<file path="src/hw/rtl/okvt_pkg.sv">
// ----------------------------------------------------------------------------
// okvt_pkg
// Shared types, codes and name checks for the ordered key/value table.
// ----------------------------------------------------------------------------
package okvt_pkg;

  typedef enum logic [1:0] {
    CMD_GET   = 2'd0,
    CMD_SET   = 2'd1,
    CMD_LIST  = 2'd2,
    CMD_CLEAR = 2'd3
  } cmd_t;

  typedef enum logic [2:0] {
    ST_OK        = 3'd0,
    ST_INVALID   = 3'd1,
    ST_NOT_FOUND = 3'd2,
    ST_NO_MORE   = 3'd3,
    ST_RESERVED  = 3'd4,
    ST_FULL      = 3'd5
  } status_t;

  typedef enum logic [1:0] {
    FSM_IDLE,
    FSM_SCAN,
    FSM_FIN
  } fsm_t;

  localparam logic [7:0] CHAR_LOW  = 8'h20;
  localparam logic [7:0] CHAR_HIGH = 8'h7f;
  localparam logic [7:0] CHAR_RSVD = 8'h5f;  // '_'

  function automatic logic name_ok(input logic [31:0] k);
    logic ok;
    logic [7:0] c;
    ok = 1'b1;
    for (int s = 0; s < 4; s++) begin
      c = k[8*s +: 8];
      if (c <= CHAR_LOW || c >= CHAR_HIGH) ok = 1'b0;
    end
    return ok;
  endfunction

  function automatic logic name_reserved(input logic [31:0] k);
    return k[31:24] == CHAR_RSVD;
  endfunction

endpackage

</file>
<file path="src/hw/rtl/okvt_ram.sv">
// ----------------------------------------------------------------------------
// okvt_ram
// Single-port-write, single-port-read synchronous memory, registered read.
// ----------------------------------------------------------------------------
module okvt_ram #(
  parameter int WIDTH = 32,
  parameter int DEPTH = 16,
  parameter int AW    = 4
) (
  input  logic             clk,
  input  logic             we,
  input  logic [AW-1:0]    waddr,
  input  logic [WIDTH-1:0] wdata,
  input  logic [AW-1:0]    raddr,
  output logic [WIDTH-1:0] rdata
);

  logic [WIDTH-1:0] mem [DEPTH];

  always_ff @(posedge clk) begin
    if (we) mem[waddr] <= wdata;
    rdata <= mem[raddr];
  end

endmodule

</file>
<file path="src/hw/rtl/ordered_key_value_table.sv">
// ----------------------------------------------------------------------------
// ordered_key_value_table
// Bounded table of 32-bit values keyed by four-character names.
// ----------------------------------------------------------------------------
// Each transaction sweeps the key and value memories entry by entry through
// their single read port, waits for the last read to return, then decides
// and writes back. Keys and values live in two synchronous memories;
// occupancy bits and the changed flag are flip-flops cleared by reset. The
// result is held in an output register, so the next command is accepted
// while an earlier result still waits. Commands are accepted only in the
// idle state, so a new command waits until the previous one has finished
// its scan and decision; a result stalled at the output holds the
// following command in its decide state until the output register frees up.
module ordered_key_value_table #(
  parameter int ENTRIES = 16
) (
  input  logic        clk,
  input  logic        rst,
  input  logic        in_valid,
  output logic        in_stall,
  input  logic [1:0]  cmd,
  input  logic [31:0] key,
  input  logic [31:0] data_in,
  output logic        out_valid,
  input  logic        out_stall,
  output logic [2:0]  status,
  output logic [31:0] key_out,
  output logic [31:0] data_out,
  output logic        changed_flag
);
  import okvt_pkg::*;

  localparam int IDX_W = (ENTRIES > 1) ? $clog2(ENTRIES) : 1;
  localparam int CNT_W = $clog2(ENTRIES + 1);
  localparam logic [CNT_W-1:0] LAST = CNT_W'(ENTRIES);

  fsm_t state, state_next;

  cmd_t        cmd_r;
  logic [31:0] key_r;
  logic [31:0] din_r;
  logic [CNT_W-1:0] cnt;
  logic             rd_vld;
  logic [IDX_W-1:0] rd_idx;
  logic [ENTRIES-1:0] used;
  logic               dirty;

  logic             hit;
  logic [IDX_W-1:0] hit_idx;
  logic [31:0]      hit_data;
  logic             free_found;
  logic [IDX_W-1:0] free_idx;
  logic             best_found;
  logic [31:0]      best_key;
  logic [31:0]      best_data;

  logic [31:0] rd_key;
  logic [31:0] rd_data;
  logic        rd_used;

  logic        accept;
  logic        fin_go;
  status_t     res_status;
  logic [31:0] res_key;
  logic [31:0] res_data;
  logic        dirty_next;
  logic        wr_data_en;
  logic        wr_key_en;
  logic [IDX_W-1:0] wr_idx;

  okvt_ram #(.WIDTH(32), .DEPTH(ENTRIES), .AW(IDX_W)) u_key_ram (
    .clk   (clk),
    .we    (fin_go && wr_key_en),
    .waddr (wr_idx),
    .wdata (key_r),
    .raddr (cnt[IDX_W-1:0]),
    .rdata (rd_key)
  );

  okvt_ram #(.WIDTH(32), .DEPTH(ENTRIES), .AW(IDX_W)) u_data_ram (
    .clk   (clk),
    .we    (fin_go && wr_data_en),
    .waddr (wr_idx),
    .wdata (din_r),
    .raddr (cnt[IDX_W-1:0]),
    .rdata (rd_data)
  );

  assign rd_used = used[rd_idx];

  // next state
  always_comb begin
    state_next = state;
    unique case (state)
      FSM_IDLE: if (in_valid) state_next = FSM_SCAN;
      FSM_SCAN: if (cnt == LAST) state_next = FSM_FIN;
      FSM_FIN:  if (!out_valid || !out_stall) state_next = FSM_IDLE;
      default:  state_next = FSM_IDLE;
    endcase
  end

  // control outputs
  always_comb begin
    in_stall = 1'b1;
    fin_go   = 1'b0;
    unique case (state)
      FSM_IDLE: in_stall = 1'b0;
      FSM_SCAN: in_stall = 1'b1;
      FSM_FIN:  fin_go   = !out_valid || !out_stall;
      default:  in_stall = 1'b1;
    endcase
  end

  assign accept = in_valid && !in_stall;

  // decide the result and the write-back from the scan summary
  always_comb begin
    res_status = ST_OK;
    res_key    = key_r;
    res_data   = '0;
    dirty_next = dirty;
    wr_data_en = 1'b0;
    wr_key_en  = 1'b0;
    wr_idx     = hit_idx;
    unique case (cmd_r) inside
      CMD_GET, CMD_SET: begin
        if (name_reserved(key_r)) begin
          res_status = ST_RESERVED;
        end else if (!name_ok(key_r)) begin
          res_status = ST_INVALID;
        end else if (cmd_r == CMD_GET) begin
          if (hit) res_data = hit_data;
          else     res_status = ST_NOT_FOUND;
        end else if (hit) begin
          wr_data_en = 1'b1;
          if (hit_data != din_r) dirty_next = 1'b1;
        end else if (free_found) begin
          wr_idx     = free_idx;
          wr_data_en = 1'b1;
          wr_key_en  = 1'b1;
          dirty_next = 1'b1;
        end else begin
          res_status = ST_FULL;
        end
      end
      CMD_LIST: begin
        if (best_found) begin
          res_key  = best_key;
          res_data = best_data;
        end else begin
          res_status = ST_NO_MORE;
        end
      end
      CMD_CLEAR: dirty_next = 1'b0;
      default:   dirty_next = dirty;
    endcase
  end

  always_ff @(posedge clk) begin
    if (rst) begin
      state      <= FSM_IDLE;
      cnt        <= '0;
      rd_vld     <= 1'b0;
      used       <= '0;
      dirty      <= 1'b0;
      hit        <= 1'b0;
      free_found <= 1'b0;
      best_found <= 1'b0;
      out_valid  <= 1'b0;
    end else begin
      state  <= state_next;
      rd_vld <= (state == FSM_SCAN) && (cnt != LAST);
      if (accept) begin
        cnt        <= '0;
        hit        <= 1'b0;
        free_found <= 1'b0;
        best_found <= 1'b0;
      end else if (state == FSM_SCAN && cnt != LAST) begin
        cnt <= cnt + 1'b1;
      end
      // fold in one entry per cycle as reads return
      if (rd_vld) begin
        if (rd_used) begin
          if (rd_key == key_r) hit <= 1'b1;
          if (rd_key > key_r && (!best_found || rd_key < best_key)) best_found <= 1'b1;
        end else begin
          free_found <= 1'b1;
        end
      end
      if (fin_go) begin
        dirty <= dirty_next;
        if (wr_key_en) used[wr_idx] <= 1'b1;
        out_valid <= 1'b1;
      end else if (!out_stall) begin
        out_valid <= 1'b0;
      end
    end
  end

  // payload registers
  always_ff @(posedge clk) begin
    if (accept) begin
      cmd_r <= cmd_t'(cmd);
      key_r <= key;
      din_r <= data_in;
    end
    rd_idx <= cnt[IDX_W-1:0];
    if (rd_vld) begin
      if (rd_used) begin
        if (rd_key == key_r) begin
          hit_idx  <= rd_idx;
          hit_data <= rd_data;
        end
        if (rd_key > key_r && (!best_found || rd_key < best_key)) begin
          best_key  <= rd_key;
          best_data <= rd_data;
        end
      end else if (!free_found) begin
        free_idx <= rd_idx;
      end
    end
    if (fin_go) begin
      status       <= res_status;
      key_out      <= res_key;
      data_out     <= res_data;
      changed_flag <= dirty_next;
    end
  end

endmodule

</file>
<file path="config.mk">
export PLATFORM = sky130hd
export DESIGN_NAME = ordered_key_value_table
export DESIGN_NICKNAME = d
export VERILOG_FILES = /design/src/hw/rtl/okvt_pkg.sv /design/src/hw/rtl/okvt_ram.sv /design/src/hw/rtl/ordered_key_value_table.sv
export SDC_FILE = /design/constraint.sdc
export NUM_CORES = 1
export LEC_CHECK = 0
export BUFFER_PORTS_ARGS = -buffer_cell sky130_fd_sc_hd__buf_2
export CAP_MARGIN = 10
export CELL_PAD_IN_SITES_DETAIL_PLACEMENT = 1
export CELL_PAD_IN_SITES_GLOBAL_PLACEMENT = 2
export CORE_ASPECT_RATIO = 0.75
export CORE_MARGIN = 1
export CORE_UTILIZATION = 45
export DETAILED_ROUTE_END_ITERATION = 7
export GPL_TIMING_DRIVEN = 0
export PLACE_DENSITY_LB_ADDON = 0.15
export REMOVE_ABC_BUFFERS = 1
export SYNTH_ARGS = -nofsm -noshare
export SYNTH_HDL_FRONTEND = slang
export SYNTH_SLANG_ARGS = --single-unit
</file>
<file path="constraint.sdc">
create_clock -name clk -period 13.18 [get_ports clk]
set_input_delay 2.636 -clock clk [delete_from_list [all_inputs] [get_ports clk]]
set_output_delay 2.636 -clock clk [all_outputs]
set_load 0.01 [all_outputs]
</file>
Word level (Yosys, flattened, before mapping)
Memory sizes are Yosys's and may differ from the RTL's. A register that Yosys moved wholly into a read port is not among the register bits. Index checks and enable logic that the tools add are counted.

Register bits after elaboration: 271. RAM bits: 1024. Bits of input ports: 70. Output and inout port bits: 70. Logic and storage cells: 152. Memories kept: 2.

Memory list: u_data_ram.mem (depth 16, bits a word 32, read ports 1, clocked after Yosys merged registers in 1, wr ports 1, RTL line okvt_ram.sv:18) `logic [WIDTH-1:0] mem [DEPTH];`; u_key_ram.mem (depth 16, bits a word 32, read ports 1, clocked after Yosys merged registers in 1, wr ports 1, RTL line okvt_ram.sv:18).

Add/subtract/negate cells: 1. Order comparisons: 13. Equality and inequality tests: 14. Multiplexer cells: 73. Bitwise logic cells: 3. Reduce and logical (&&, ||, !) cells: 24.

Operators with widths (count): 2-to-1 mux 32 bit (7); case mux 32 bit (2 select lines) (1); 2-to-1 mux 1 bit (44); equality test 32 bit (1); >= comparator 8 x 7 -> 1 bit, second input constant (4); > comparator 32 bit (1); <= comparator 8 x 6 -> 1 bit, second input constant (4); < comparator 32 bit (1); inequality test 32 bit (1); 2-to-1 mux 4 bit (6); OR 16 bit (1); 2-to-1 mux 3 bit (5); AND reduction 3 bit (4); < comparator 4 x 5 -> 1 bit, second input constant (2); 2-to-1 mux 2 bit (5); equality test 8 x 7 -> 1 bit, second input constant (1); equality test 2 bit, second input constant (3); logical AND 1 bit (6); logical OR 1 bit (6); inequality test 2 bit, second input constant (3); case mux 2 bit (3 select lines) (1); case mux 3 bit (2 select lines) (1); adder 5 x 1 -> 5 bit, second input constant (1); equality test 5 bit, second input constant (1); other kinds (12) (18).

Logic depth before layout (Yosys ltp)
Depth in word-level cells: 16. Gate-level depth with buffers: 11. Gate-level depth less buffers: 8.

Hierarchy
A second synthesis with hierarchy kept.

Cells, all modules: 2476. Area, all modules: 51021.4 µm².

Modules (own cells, without submodules): okvt_ram (instances 2, cells an instance 838, area an instance 19835.3 µm², seq. area each 16015.4 µm²); ordered_key_value_table (instances 1, cells an instance 800, area an instance 11350.9 µm², seq. area each 7807.5 µm²).

Least setup slack after synthesis
No wires, ideal clock.

Path kind: register to register. From: register key_r[29]. To: register best_data[0], enable pin. Setup time: 0.667 ns. Arrival time: 8.658 ns. Data required time: 12.513 ns. Slack: 3.855 ns. Cell stages (with the launch flop): 9. Path buffers: 0. Period minus slack after synthesis: 9.325 ns. Cells stage by stage: edfxtp_1 -> inv_1 -> ha_1 -> and3_1 -> nand4_1 -> or4_1 -> a311oi_1 -> nor3_1 -> nor4b_1.

Word-level cells in the longest chain between the ends: 3.

RTL lines: from (decl) (RTL line ordered_key_value_table.sv:40) `logic [31:0] key_r;`; from (signal assigned) (RTL line ordered_key_value_table.sv:204) `key_r <= key;`; > comparator 32 bit (RTL line ordered_key_value_table.sv:214) `if (rd_key > key_r && (!best_found || rd_key < best_key)) begin`; logical AND 1 bit (RTL line ordered_key_value_table.sv:214); AND reduction 3 bit (no source line); to (signal assigned) (RTL line ordered_key_value_table.sv:216) `best_data <= rd_data;`; to (decl) (RTL line ordered_key_value_table.sv:55) `logic [31:0] best_data;`.

Every way passes these cells. A chain may end at the register's enable or synchronous reset.

Worst setup path after layout
From: input out_stall. To: memory u_data_ram.mem[15][3], enable pin.

Word-level cells in the longest chain between the ends: 6.

RTL lines: from (decl) (RTL line ordered_key_value_table.sv:25) `input logic out_stall,`; zero test 1 bit; logical OR 1 bit (RTL line ordered_key_value_table.sv:109) `FSM_FIN: fin_go = !out_valid || !out_stall;`; 2-to-1 mux 1 bit (RTL line ordered_key_value_table.sv:106) `unique case (state)`; named net fin_go (RTL line ordered_key_value_table.sv:62) `logic fin_go;`; logical AND 1 bit (RTL line ordered_key_value_table.sv:82) `.we (fin_go && wr_data_en),`; 2-to-1 mux 1 bit (RTL line okvt_ram.sv:21) `if (we) mem[waddr] <= wdata;`; 2-to-1 mux 1 bit (not written as such) (RTL line okvt_ram.sv:21); to (decl) (RTL line okvt_ram.sv:18).

The timed path passes the listed nets, and every way through them passes these cells.

==> key figures <==
Worst setup path
  – Worst Path Max Fanout: 38
  – Crit path kind: in -> reg
  – Startpoint class of the critical path: input pin
  – Req. time, crit path: 13.60 ns
  – Arrival @ worst endpoint: 6.10 ns
  – Capturing element type of the critical path: register

Placed design
  – Area after DPL: 0.0551 mm^2
  – Placed Cells: 3975
  – Post-DP HPWL: 77.4 mm
  – PortBufs: 139
  – Final GP Congestion: 0.778

Global route
  – Global Route Usage Sum: 22.7%
  – Initial antenna violation count: 1
  – Layer with the highest usage: met2
  – Overflow after GRT: 0
  – Largest net degree at the start of global routing: 59
  – Grt met2 use: 35.1%
  – Met1 usage: 33.2%
  – Global-route wire length before repair: 184 mm
  – GR Layer Usage met3: 5.04%
  – Vias in the first global route: 25568

STA
  – Fmax: 176 MHz
  – Unrepaired setup endpoints after global routing: no
  – Worst Tran Pin Value: 1.27 ns
  – Worst Clk Skew: 0.0257 ns
  – Final Critical Period: 5.68 ns
  – Slew Viols, Final: 0
  – Relative slew slack: 14.4%
  – Finish-stage setup viols: 0
  – Hold WS: 0.432 ns
  – Final hold violation count: 0
  – Final Cycle Share: 43.1%

Clock network
  – # Post-CTS Setup Buffers: 0
  – Post-cts repair resize count: 0
  – Clock sink count: 1359
  – Clk root buf: clkbuf_16
  – Worst-skew pair later-pin latency: 0.74 ns
  – Num CTS Buffers: 136
  – Clk slew on worst S/H paths: 0.06 ns
  – CTS tree: built
  – Clk buf depth: 3
  – Number of H-tree levels: 4
  – Hold_buf cts: 0

Logic synthesis
  – Most frequent cells after synthesis: edfxtp_1 (1262), mux4_2 (325), dfxtp_1 (97), inv_1 (90), ha_1 (65)
  – Mapped Area: 0.0512 mm^2
  – Async SR Flop Fraction: 0%
  – Flop and latch count out of synthesis: 1359
  – Seq/Total Area, Yosys: 77.9%
  – Most used DFF post-synth: edfxtp_1
  – Count leader, synth: edfxtp_1
  – Synth warn: 0
  – Post-synthesis cell type count: 55
  – Synth top area share: 74.1%
  – Synth area leaders: edfxtp_1 (74%), mux4_2 (14%), dfxtp_1 (3.8%)
  – Area leader, netlist: edfxtp_1
  – Syn Area/Cell: 21.9 um^2
  – Post-Syn Instances: 2340
  – Number of synthesized flops with an enable pin: 1262

Detailed routing
  – Vias per inst: 5.81
  – Drt wl/cell: 30.4 um
  – Total wire length: 128 mm
  – Pre-antenna DRT Iters: 6
  – Remaining DRCs: 0
  – Initial drt markers: 2290
  – DR vias: 24551
  – DRT antenna net count: 0

Power
  – Sequential share of power: 54.7%
  – Net Sw Power: 0.00181 W
  – Pwr Density: 148 mW/mm^2
  – Clk pwr share: 42.6%
  – IR drop worst, VDD: 94.0 uV
  – Pint: 0.00701 W
  – Comb pwr share: 2.7%
  – Sw frac: 20.5%
  – Leakage: 18.6 nW

Final layout
  – Area of the multi-input gates: 0.0109 mm^2
  – Share of layout cells above drive strength 1: 29.2%
  – Fill count: 9668
  – Fin util: 53.0%
  – Fin area: 0.0594 mm^2
  – Nets@finish: 2737
  – Finished Layout Cells: 4226
  – # diodes: 0
  – Storage cell area: 0.0399 mm^2
  – Synthesis-to-finish area growth: 16.0%

Die
  – Core area: 0.112 mm^2
  – Die ar.: 0.115 mm^2
  – Ports: 140
  – Die width: 391 um
  – Placement Rows: 106
  – Starting Density: 45.7%
  – Die height: 294 um

Status
  – Outcome: finished, final reports clean

Min path
  – Worst min path class: reg -> reg

Flow run
  – Max-cap violations: 0
==> flip-flops by register name (all words and copies together) (netlist names), 5 cells and up <==
signal and cells:
key_out 32, used 16, cnt 5, din_r 32, hit_data 32, best_key 32, u_data_ram.mem 512, best_data 32
u_key_ram.mem 512, data_out 32, key_r 32, u_data_ram.rdata 32, u_key_ram.rdata 32
==> logic make-up after synthesis <==
family | share of synthesized area (%)
AND/OR/NAND/NOR | 2.11
flip-flops | 77.9
multiplexers | 14.4
XOR/XNOR | 0.616
AO/OA/AOI/OAI | 2.01
adder cells (fa/ha/maj) | 1.59
buffers and inverters | 1.44
==> metal layers <==
layer  share of wire (%)  wire [um]
met3                 6.5       8320
met5                   0          0
met2                  47      60700
met4                 1.7       2120
met1                  45      57400
==> critical path, stage by stage <==
cell	delay [ns]
buf_2	0.09
nand2_1	0.09
nand2b_1	0.20
inv_4	0.60
buf_16	0.30
and4_1	0.43
o21ai_0	0.51
nor2_4	0.86
buf_12	0.30
==> layout make-up <==
cell class                 count  area share (%)
clock inverter                62           0.851
timing repair buffer         219            3.58
sequential                  1359            67.1
inverter                      90           0.577
tap                         1512            3.19
multi-input combinational    796            18.3
clock buffer                 188            6.39
==> power by group through the flow <==
| stage | Clock, W | Combinational (W) | Sequential (W) |
|---|---|---|---|
| 2_1_floorplan | 0 | 0.000194 | 0.00490 |
| 3_3_place_gp | 0 | 0.000281 | 0.00495 |
| 3_5_place_dp | 0 | 0.000242 | 0.00491 |
| 4_1_cts | 0.00384 | 0.000244 | 0.00482 |
| 5_1_grt | 0.00399 | 0.000261 | 0.00483 |
| 6_report | 0.00375 | 0.000241 | 0.00482 |
==> worst paths after layout <==
| kind | startpoint | end | depth (start not counted) | slack (ns) |
|---|---|---|---|---|
| min | u_data_ram.rdata[27] | best_data[27] | 0 | 0.43 |
| min reg2reg | u_data_ram.rdata[27] | best_data[27] | 0 | 0.43 |
| max reg2reg | key_r[31] | best_key[26] | 11 | 7.66 |
| max | out_stall | u_data_ram.mem[15][3] | 9 | 7.50 |
==> cell usage in the layout (no fill, tap or decap), types with 16 or more instances in the layout <==
cell       count
edfxtp_1    1262
mux4_2       325
clkbuf_16    141
buf_2        141
dfxtp_1       93
inv_1         88
ha_1          65
nand2_1       64
o21ai_0       46
clkbuf_1      38
nor2_4        33
buf_12        33
a22o_1        32
a21oi_1       30
xnor2_1       28
clkinv_2      25
nand4_1       21
nor2_1        20
o22ai_1       18
buf_16        17
clkinv_1      16
==> through the flow <==
step	setup slack [ns]	setup TNS [ns]	total power, W
floorplan	1.38	0	0.00510
global placement	-6.48	-713.25	0.00523
detailed placement	6.77	0	0.00515
CTS	7.51	0	0.00890
global route	7.38	0	0.00908
finish	7.50	0	0.00881
Note: power is estimated with default switching activity, not from simulation.
